--- config.mk ---
export PLATFORM = sky130hd
export DESIGN_NAME = mesh_originator_route_table
export DESIGN_NICKNAME = d
export VERILOG_FILES = /design/src/mort_pkg.sv /design/src/mort_ctrl.sv /design/src/mort_dpath.sv /design/src/mesh_originator_route_table.sv
export VERILOG_INCLUDE_DIRS = /design/src /design/src/src
export SDC_FILE = /design/constraint.sdc
export NUM_CORES = 2
export LEC_CHECK = 0
export ABC_AREA = 1
export BUFFER_PORTS_ARGS = -buffer_cell sky130_fd_sc_hd__buf_2
export CAP_MARGIN = 20
export CORE_MARGIN = 4
export CORE_UTILIZATION = 55
export CTS_BUF_LIST = sky130_fd_sc_hd__clkbuf_8
export CTS_CLUSTER_SIZE = 8
export DETAILED_ROUTE_END_ITERATION = 7
export GPL_TIMING_DRIVEN = 0
export PLACE_DENSITY = 0.69
export SETUP_SLACK_MARGIN = 0.4
export SLEW_MARGIN = 10
export SYNTH_ARGS = -nofsm -noshare
export SYNTH_HDL_FRONTEND = slang
export SYNTH_HIERARCHICAL = 1
export SYNTH_SLANG_ARGS = --single-unit
--- constraint.sdc ---
create_clock -name aclk -period 39.3 [get_ports aclk]
set_input_delay 3.93 -clock aclk [delete_from_list [all_inputs] [get_ports aclk]]
set_output_delay 3.93 -clock aclk [all_outputs]
set_load 0.01 [all_outputs]
--- src/assert_macros.svh ---
// assertion macros for the route table project
`ifndef ASSERT_MACROS_SVH
`define ASSERT_MACROS_SVH
`ifndef SYNTHESIS
`define ASSERT_IMPLIES(label, clk, rstn, pre, post) \
    label: assert property (@(posedge clk) disable iff (!rstn) (pre) |-> (post)) \
    else $error("assertion failed");
`define ASSERT_NEXT(label, clk, rstn, pre, post) \
    label: assert property (@(posedge clk) disable iff (!rstn) (pre) |=> (post)) \
    else $error("assertion failed");
`else
`define ASSERT_IMPLIES(label, clk, rstn, pre, post)
`define ASSERT_NEXT(label, clk, rstn, pre, post)
`endif
`endif

--- src/mort_pkg.sv ---
// ---------------------------------------------------------------------------
// mort_pkg
// types and constants shared by the originator route table
// ---------------------------------------------------------------------------
`timescale 1ns / 1ps
`default_nettype none
package mort_pkg;
    localparam int TableEntriesDefault = 16;
    localparam int NodeIdBitsDefault   = 32;
    localparam logic [19:0] TimeoutReset = 20'd15000;
    localparam logic [7:0]  OwnTq  = 8'd255;
    localparam logic [7:0]  OwnTtl = 8'd50;

    localparam logic [2:0] MODE_RECV   = 3'd0;
    localparam logic [2:0] MODE_STATIC = 3'd1;
    localparam logic [2:0] MODE_LOOKUP = 3'd2;
    localparam logic [2:0] MODE_PRUNE  = 3'd3;
    localparam logic [2:0] MODE_OWN    = 3'd4;

    localparam logic CFG_NODE_ID = 1'b0;
    localparam logic CFG_TIMEOUT = 1'b1;

    typedef enum logic [2:0] {
        ST_IDLE,
        ST_PREP,
        ST_SCAN,
        ST_DECIDE,
        ST_OUT
    } state_t;

    // controller to datapath
    typedef struct packed {
        logic load;
        logic scan_clr;
        logic scan_step;
        logic decide;
        logic out_load;
    } cmd_t;

    // datapath to controller
    typedef struct packed {
        logic scan_last;
    } stat_t;
endpackage
`default_nettype wire

--- src/mort_ctrl.sv ---
// ---------------------------------------------------------------------------
// mort_ctrl
// sequencer: load beat, scan table entries, decide, present result
// ---------------------------------------------------------------------------
`timescale 1ns / 1ps
`default_nettype none
`include "assert_macros.svh"
module mort_ctrl
    import mort_pkg::*;
(
    input  wire logic aclk,
    input  wire logic aresetn,
    input  wire logic s_tvalid,
    output logic      s_tready,
    output logic      m_tvalid,
    input  wire logic m_tready,
    output cmd_t      cmd,
    input  stat_t     stat
);
    state_t state_reg, state_next;

    always_ff @(posedge aclk) begin
        if (!aresetn) begin
            state_reg <= ST_IDLE;
        end else begin
            state_reg <= state_next;
        end
    end

    always_comb begin
        state_next = state_reg;
        unique case (state_reg)
            ST_IDLE: begin
                if (s_tvalid) state_next = ST_PREP;
            end
            ST_PREP:   state_next = ST_SCAN;
            ST_SCAN: begin
                if (stat.scan_last) state_next = ST_DECIDE;
            end
            ST_DECIDE: state_next = ST_OUT;
            ST_OUT: begin
                if (m_tready) state_next = ST_IDLE;
            end
            default:   state_next = ST_IDLE;
        endcase
    end

    always_comb begin
        cmd      = '0;
        s_tready = 1'b0;
        m_tvalid = 1'b0;
        unique case (state_reg)
            ST_IDLE: begin
                s_tready     = 1'b1;
                cmd.load     = s_tvalid;
                cmd.scan_clr = 1'b1;
            end
            ST_PREP:   ;
            ST_SCAN:   cmd.scan_step = 1'b1;
            ST_DECIDE: cmd.decide = 1'b1;
            ST_OUT:    m_tvalid = 1'b1;
            default:   ;
        endcase
    end

    `ASSERT_IMPLIES(a_out_no_take, aclk, aresetn, m_tvalid, !s_tready)
    `ASSERT_NEXT(a_load_prep, aclk, aresetn, s_tvalid && s_tready, state_reg == ST_PREP)
    `ASSERT_NEXT(a_hold_out, aclk, aresetn, m_tvalid && !m_tready, m_tvalid)
endmodule
`default_nettype wire

--- src/mort_dpath.sv ---
// ---------------------------------------------------------------------------
// mort_dpath
// route entries, one-entry-per-cycle scan, update and result register
// ---------------------------------------------------------------------------
`timescale 1ns / 1ps
`default_nettype none
`include "assert_macros.svh"
module mort_dpath
    import mort_pkg::*;
#(
    parameter int TABLE_ENTRIES = TableEntriesDefault,
    parameter int NODE_ID_BITS  = NodeIdBitsDefault
) (
    input  wire logic        aclk,
    input  wire logic        aresetn,
    input  wire logic        cfg_we,
    input  wire logic        cfg_index,
    input  wire logic [31:0] cfg_wdata,
    input  wire logic [253:0] in_beat,
    input  cmd_t             cmd,
    output stat_t            stat,
    output logic [150:0]     out_beat
);
    localparam int IW = (TABLE_ENTRIES > 1) ? $clog2(TABLE_ENTRIES) : 1;
    localparam int CW = $clog2(TABLE_ENTRIES + 1);
    localparam int KW = (NODE_ID_BITS < 32) ? NODE_ID_BITS : 32;

    logic [31:0] node_id_reg;
    logic [19:0] timeout_reg;
    logic [31:0] own_seq_reg;
    logic [253:0] beat_reg;
    logic [TABLE_ENTRIES-1:0] valid_reg;
    logic [KW-1:0] dest_mem [TABLE_ENTRIES];
    logic [31:0]   hop_mem  [TABLE_ENTRIES];
    logic [31:0]   seq_mem  [TABLE_ENTRIES];
    logic [7:0]    q_mem    [TABLE_ENTRIES];
    logic [47:0]   stamp_mem[TABLE_ENTRIES];

    logic [CW-1:0] idx_reg;
    logic          hit_reg, free_found_reg;
    logic [IW-1:0] hit_idx_reg, free_idx_reg;
    logic [CW-1:0] pruned_reg;
    logic [7:0]    tq_reg;
    logic [15:0]   prod_reg;
    logic [150:0]  out_reg;
    logic [150:0]  out_next;

    logic [2:0]  mode;
    logic [31:0] orig, sender, seq, target, hop;
    logic [7:0]  ltq, ttl, metric;
    logic signed [8:0] rssi;
    logic signed [9:0] snr;
    logic [47:0] now;
    assign mode   = beat_reg[2:0];
    assign orig   = beat_reg[34:3];
    assign sender = beat_reg[66:35];
    assign seq    = beat_reg[98:67];
    assign ltq    = beat_reg[106:99];
    assign ttl    = beat_reg[114:107];
    assign rssi   = beat_reg[123:115];
    assign snr    = beat_reg[133:124];
    assign now    = beat_reg[181:134];
    assign target = beat_reg[213:182];
    assign hop    = beat_reg[245:214];
    assign metric = beat_reg[253:246];

    logic [IW-1:0] idx;
    logic [KW-1:0] key;
    logic          match, expired;
    assign idx  = idx_reg[IW-1:0];
    assign key  = (mode == MODE_RECV) ? orig[KW-1:0] : target[KW-1:0];
    assign match = valid_reg[idx] && dest_mem[idx] == key;
    assign expired = valid_reg[idx] && ((now - stamp_mem[idx]) > {28'd0, timeout_reg});
    assign stat.scan_last = (idx_reg == CW'(TABLE_ENTRIES - 1));

    // penalty select and scaling, divide by 255 as multiply by 0x8081 >> 23
    logic signed [11:0] margin;
    logic [7:0]  pen;
    logic [15:0] prod;
    logic [31:0] recip;
    logic [7:0]  tq_calc;
    always_comb begin
        margin = 12'(4 * 12'(rssi)) + 12'(snr) + 12'sd400;
        if (margin < 12'sd40)      pen = 8'd180;
        else if (margin < 12'sd80) pen = 8'd210;
        else                       pen = 8'd250;
        prod = ltq * pen;
        recip = 32'(prod_reg) * 32'd32897;
        tq_calc = recip[30:23];
        if (tq_calc == 8'd0) tq_calc = 8'd1;
    end

    // decision
    logic drop, take, full, wr_en, hit_live;
    logic [IW-1:0] wr_idx;
    logic [31:0]   d;
    logic [10:0]   lhs, rhs;
    assign hit_live = hit_reg && (mode != MODE_PRUNE);
    always_comb begin
        drop = (orig[KW-1:0] == node_id_reg[KW-1:0]) || (ttl <= 8'd1);
        d    = seq - seq_mem[hit_idx_reg];
        lhs  = 11'(tq_reg) * 11'd5;
        rhs  = 11'(q_mem[hit_idx_reg]) * 11'd6;
        take = 1'b0;
        full = 1'b0;
        wr_en = 1'b0;
        wr_idx = hit_reg ? hit_idx_reg : free_idx_reg;
        case (mode)
            MODE_RECV: if (!drop) begin
                if (!hit_reg) begin
                    full = !free_found_reg;
                    take = free_found_reg;
                end else begin
                    take = (d != 32'd0 && !d[31]) || (d == 32'd0 && lhs > rhs);
                end
                wr_en = take;
            end
            MODE_STATIC: begin
                if (!hit_reg) begin
                    full = !free_found_reg;
                    take = free_found_reg;
                end else begin
                    take = q_mem[hit_idx_reg] < metric;
                end
                wr_en = take;
            end
            default: ;
        endcase
    end

    // result beat
    always_comb begin
        out_next = '0;
        case (mode)
            MODE_RECV: begin
                out_next[0]   = take;
                out_next[145] = full;
                if (take) begin
                    out_next[64:33]   = orig;
                    out_next[96:65]   = node_id_reg;
                    out_next[128:97]  = seq;
                    out_next[136:129] = tq_reg;
                    out_next[144:137] = ttl - 8'd1;
                end
            end
            MODE_STATIC: begin
                out_next[0]   = take;
                out_next[145] = full;
            end
            MODE_LOOKUP: begin
                out_next[0] = hit_reg;
                if (hit_reg) out_next[32:1] = hop_mem[hit_idx_reg];
            end
            MODE_PRUNE: out_next[150:146] = 5'(pruned_reg);
            MODE_OWN: begin
                out_next[64:33]   = node_id_reg;
                out_next[96:65]   = node_id_reg;
                out_next[128:97]  = own_seq_reg;
                out_next[136:129] = OwnTq;
                out_next[144:137] = OwnTtl;
            end
            default: ;
        endcase
    end

    always_ff @(posedge aclk) begin
        if (!aresetn) begin
            node_id_reg <= '0;
            timeout_reg <= TimeoutReset;
            own_seq_reg <= '0;
            valid_reg   <= '0;
        end else begin
            if (cfg_we) begin
                if (cfg_index == CFG_NODE_ID) node_id_reg <= cfg_wdata;
                else                          timeout_reg <= cfg_wdata[19:0];
            end
            if (cmd.scan_step && mode == MODE_PRUNE && expired) valid_reg[idx] <= 1'b0;
            if (cmd.decide && wr_en) valid_reg[wr_idx] <= 1'b1;
            if (cmd.decide && mode == MODE_OWN) own_seq_reg <= own_seq_reg + 32'd1;
        end
    end

    always_ff @(posedge aclk) begin
        prod_reg <= prod;
        if (cmd.load) beat_reg <= in_beat;
        if (cmd.scan_clr) begin
            idx_reg <= '0;
            hit_reg <= 1'b0;
            free_found_reg <= 1'b0;
            hit_idx_reg <= '0;
            free_idx_reg <= '0;
            pruned_reg <= '0;
        end
        if (cmd.scan_step) begin
            tq_reg <= tq_calc;
            idx_reg <= idx_reg + CW'(1);
            if (match && !hit_reg) begin
                hit_reg <= 1'b1;
                hit_idx_reg <= idx;
            end
            if (!valid_reg[idx] && !free_found_reg) begin
                free_found_reg <= 1'b1;
                free_idx_reg <= idx;
            end
            if (mode == MODE_PRUNE && expired) pruned_reg <= pruned_reg + CW'(1);
        end
        if (cmd.decide) begin
            if (wr_en) begin
                dest_mem[wr_idx] <= key;
                if (mode == MODE_RECV) begin
                    hop_mem[wr_idx]   <= 32'(sender[KW-1:0]);
                    seq_mem[wr_idx]   <= seq;
                    q_mem[wr_idx]     <= tq_reg;
                    stamp_mem[wr_idx] <= now;
                end else begin
                    hop_mem[wr_idx]   <= 32'(hop[KW-1:0]);
                    seq_mem[wr_idx]   <= '0;
                    q_mem[wr_idx]     <= metric;
                    stamp_mem[wr_idx] <= '0;
                end
            end
            out_reg <= out_next;
        end
    end
    assign out_beat = out_reg;

    `ASSERT_IMPLIES(a_wr_free, aclk, aresetn, cmd.decide && wr_en && !hit_reg, !valid_reg[wr_idx])
    `ASSERT_IMPLIES(a_hit_valid, aclk, aresetn, cmd.decide && hit_live, valid_reg[hit_idx_reg])
    `ASSERT_IMPLIES(a_full_excl, aclk, aresetn, cmd.decide, !(full && take))
endmodule
`default_nettype wire

--- src/mesh_originator_route_table.sv ---
// ---------------------------------------------------------------------------
// mesh_originator_route_table
// originator route table: receive, static write, lookup, prune, own message
// ---------------------------------------------------------------------------
// one beat in on s_*, exactly one result beat out on m_* per input beat.
// an input beat is loaded, then the table is scanned one entry per cycle
// by a single compare/expiry unit, then the update and result are formed.
// after accept the controller steps through PREP, SCAN, DECIDE and OUT.
// s_tready is high only while no beat is in flight; the result is held in
// an output register until m_tready, and the block waits while stalled.
// reset clears all entry valid bits, own sequence and node id (0) and sets
// the timeout (15000 ms); entries read only when valid. cfg_we writes
// register cfg_index (0 node id, 1 timeout); the user must write it only
// while idle, as the block itself does not enforce this.
// ---------------------------------------------------------------------------
`timescale 1ns / 1ps
`default_nettype none
module mesh_originator_route_table
    import mort_pkg::*;
#(
    parameter int TABLE_ENTRIES = TableEntriesDefault,
    parameter int NODE_ID_BITS  = NodeIdBitsDefault
) (
    input  wire logic         aclk,
    input  wire logic         aresetn,
    input  wire logic         cfg_we,
    input  wire logic         cfg_index,
    input  wire logic [31:0]  cfg_wdata,
    input  wire logic         s_tvalid,
    output logic              s_tready,
    // mode, originator, sender, seq, link tq, ttl, rssi, snr, now,
    // target, target hop, metric
    input  wire logic [255:0] s_tdata,
    output logic              m_tvalid,
    input  wire logic         m_tready,
    // accepted, lookup hop, msg originator, msg sender, msg seq, msg tq,
    // msg ttl, table full, pruned count
    output logic [151:0]      m_tdata
);
    cmd_t  cmd;
    stat_t stat;
    logic [150:0] out_beat;

    mort_ctrl u_ctrl (
        .aclk, .aresetn, .s_tvalid, .s_tready, .m_tvalid, .m_tready,
        .cmd, .stat
    );

    mort_dpath #(
        .TABLE_ENTRIES(TABLE_ENTRIES),
        .NODE_ID_BITS(NODE_ID_BITS)
    ) u_dpath (
        .aclk, .aresetn, .cfg_we, .cfg_index, .cfg_wdata,
        .in_beat(s_tdata[253:0]),
        .cmd, .stat, .out_beat
    );

    assign m_tdata = {1'b0, out_beat};
endmodule
`default_nettype wire

==> metrics.md <==
| Metric | Value |
|---|---|
| Via-to-Cell Ratio | 6.33 |
| Total Power | 8.93 mW |
| First-pass GRT wire length | 607 mm |
| Die Y-Extent | 488 microns |
| Placer congestion estimate | 0.957 |
| CP max stage delay | 0.71 ns |
| Cell Area, Placed | 134000 sq um |
| Drt wl/cell | 28.6 microns |
| Clock-pin slew on the worst setup and hold paths | 0.06 ns |
| Initial antenna violation count | 22 |
| DRT Wirelength | 429 mm |
| Width of the die | 488 microns |
| Clock buffer depth | 4 |
| Setup Buffers After CTS | 0 |
| Final setup TNS | 0 ns |
| Pleak | 52.1 nW |
| Layout Cells excl Fill | 14982 |
| CTS tree | built |
| Yosys warns | 6 |
| Worst EP required | 40.11 ns |
| PwrDens | 62.6 nW/um^2 |
| Logic gate share of total power | 0.315 |
| Actual slew at the worst max-slew pin | 1.35 ns |
| Worst hold path class | flip-flop to flip-flop |
| CP Class | flip-flop to flip-flop |
| Inst Count DP | 14146 |
| Die area | 238000 sq um |
| Via count | 94853 |
| Initial core utilization | 0.555 |
| Synth Instances | 10606 |
| Ratio of cells with drive above 1 in the final layout | 0.104 |
| Endpoints failing setup | 0 |
| Startpoint Class | flip-flop |
| Clk sinks | 2985 |
| Largest net degree at the start of global routing | 90 |
| DRT antenna net count | 0 |
| Max reg flops | 768 |
| Worst IR Drop VDD | 0.0617 mV |
| Syn_nets | 11187 |
| Final net count | 12199 |
| Number of global-route vias before repair | 90177 |
| GRT Total Usage | 0.350 |
| Commonest non-fill, non-tap cells in the layout | edfxtp_1, nor2_1, o21ai_0, nand2_1, inv_1 |
| H-tree depth | 5 |
| Count of pins over their slew limit | 0 |
| Port-buffer cells | 442 |
| I/O pin count | 448 |
| Internal power | 5.69 mW |
| Switching Fraction | 0.363 |
| Fmax | 0.0960 GHz |
| Post-synthesis average cell area | 11.9 sq um |
| Clock Power Share | 0.268 |
| Post-detail-place hpwl | 284 mm |
| Total CTS buffers | 477 |
| Final Cell Area | 143000 sq um |
| Final hold vios | 0 |
| Most common cell after layout, fill and taps aside | edfxtp_1 |
| Post-CTS sizing | 0 |
| CTS root buf | clkbuf_8 |
| Status | finished, final reports clean |
| Biggest register | u_dpath/stamp_mem |
| Clk_skew | 0.134 ns |
| Gr ovfl total | 0 |
| Switching power | 3.24 mW |
| Worst path slowest cell | clkbuf_1 |
| Seq pwr share | 0.416 |
| 1st-pass router iterations | 8 |
| Detailed-route DRC error count | 0 |
| Placeable Area | 228000 sq um |
| Initial DRC Count | 14359 |
| Layout area overhead | 12.5% |
| Final Cycle Share | 0.265 |
| Critical Path End Type | flip-flop |
| Max cap viols | 0 |
| Synthesized area | 127000 sq um |
| Top cell by count, worst path | nand2_1 |
| Worst-Skew Late Latency | 1.17 ns |
| CTS Hold Buffers Added | 0 |
| RSZ-0062 raised after global routing | no |
| Crit Path Max Fanout | 16 |
| Worst EP arrival | 11.23 ns |
| Relative slew slack | 0.102 |
| Crit path time final | 10.42 ns |
| Floorplan row count | 175 |
-- final timing paths --
check	start	to	slack (ns)	cells after the start
max	u_dpath/hit_idx_reg[0]$_DFF_P_	u_dpath/stamp_mem[9][3]$_DFFE_PP_	28.88	38
min	u_dpath/valid_reg[2]$_SDFF_PN0_	u_dpath/valid_reg[2]$_SDFF_PN0_	0.46	2
max reg2reg	u_dpath/hit_idx_reg[0]$_DFF_P_	u_dpath/stamp_mem[9][3]$_DFFE_PP_	28.88	38
min reg2reg	u_dpath/valid_reg[2]$_SDFF_PN0_	u_dpath/valid_reg[2]$_SDFF_PN0_	0.46	2
-- stage by stage --
step                setup slack (ns)  hold WS [ns]   util
detailed placement             29.22         0.454  0.588
global route                   28.51         0.473  0.624
finish                         28.88         0.465  0.625
CTS                            29.15         0.464  0.624
global placement                7.51         0.450  0.581
floorplan                      17.33         0.435      -
-- critical path: cells and delay by family, from the launching register on --
| kind | cells | cell delay (ns) |
|---|---|---|
| adder cells (fa/ha/maj) | 2 | 0.52 |
| buffers and inverters | 11 | 5.14 |
| XOR/XNOR | 1 | 0.14 |
| AO/OA/AOI/OAI | 6 | 1.11 |
| AND/OR/NAND/NOR | 18 | 2.77 |
| flip-flops | 1 | 0.33 |
-- area by class of cell --
type	instances	area (sq um)
clock inverter	317	1410
sequential	2985	88300
fill	17772	85800
buffer	589	2410
timing repair buffer	533	3560
tap	3009	3760
inverter	736	2900
clock buffer	506	6960
antenna	11	27.5
multi-input combinational	6296	33300
-- power groups by stage --
stage	sequential, mW	clock, mW	combinational (mW)
CTS	3.72	2.42	2.74
global route	3.72	2.56	3.07
floorplan	3.77	0	1.74
finish	3.72	2.40	2.82
global placement	3.83	0	2.64
detailed placement	3.78	0	2.72
-- routing by layer --
metal | wire, microns | up-vias | global-route usage | share of wire
li1 | - | 40411 | - | -
met2 | 188000 | 7247 | 0.521 | 0.44
met3 | 59100 | 1238 | 0.0845 | 0.14
met5 | 33 | - | 0 | 0.000077
met4 | 25800 | 6 | 0.187 | 0.060
met1 | 156000 | 45951 | 0.479 | 0.36
Power figures use the tool's default switching activity.
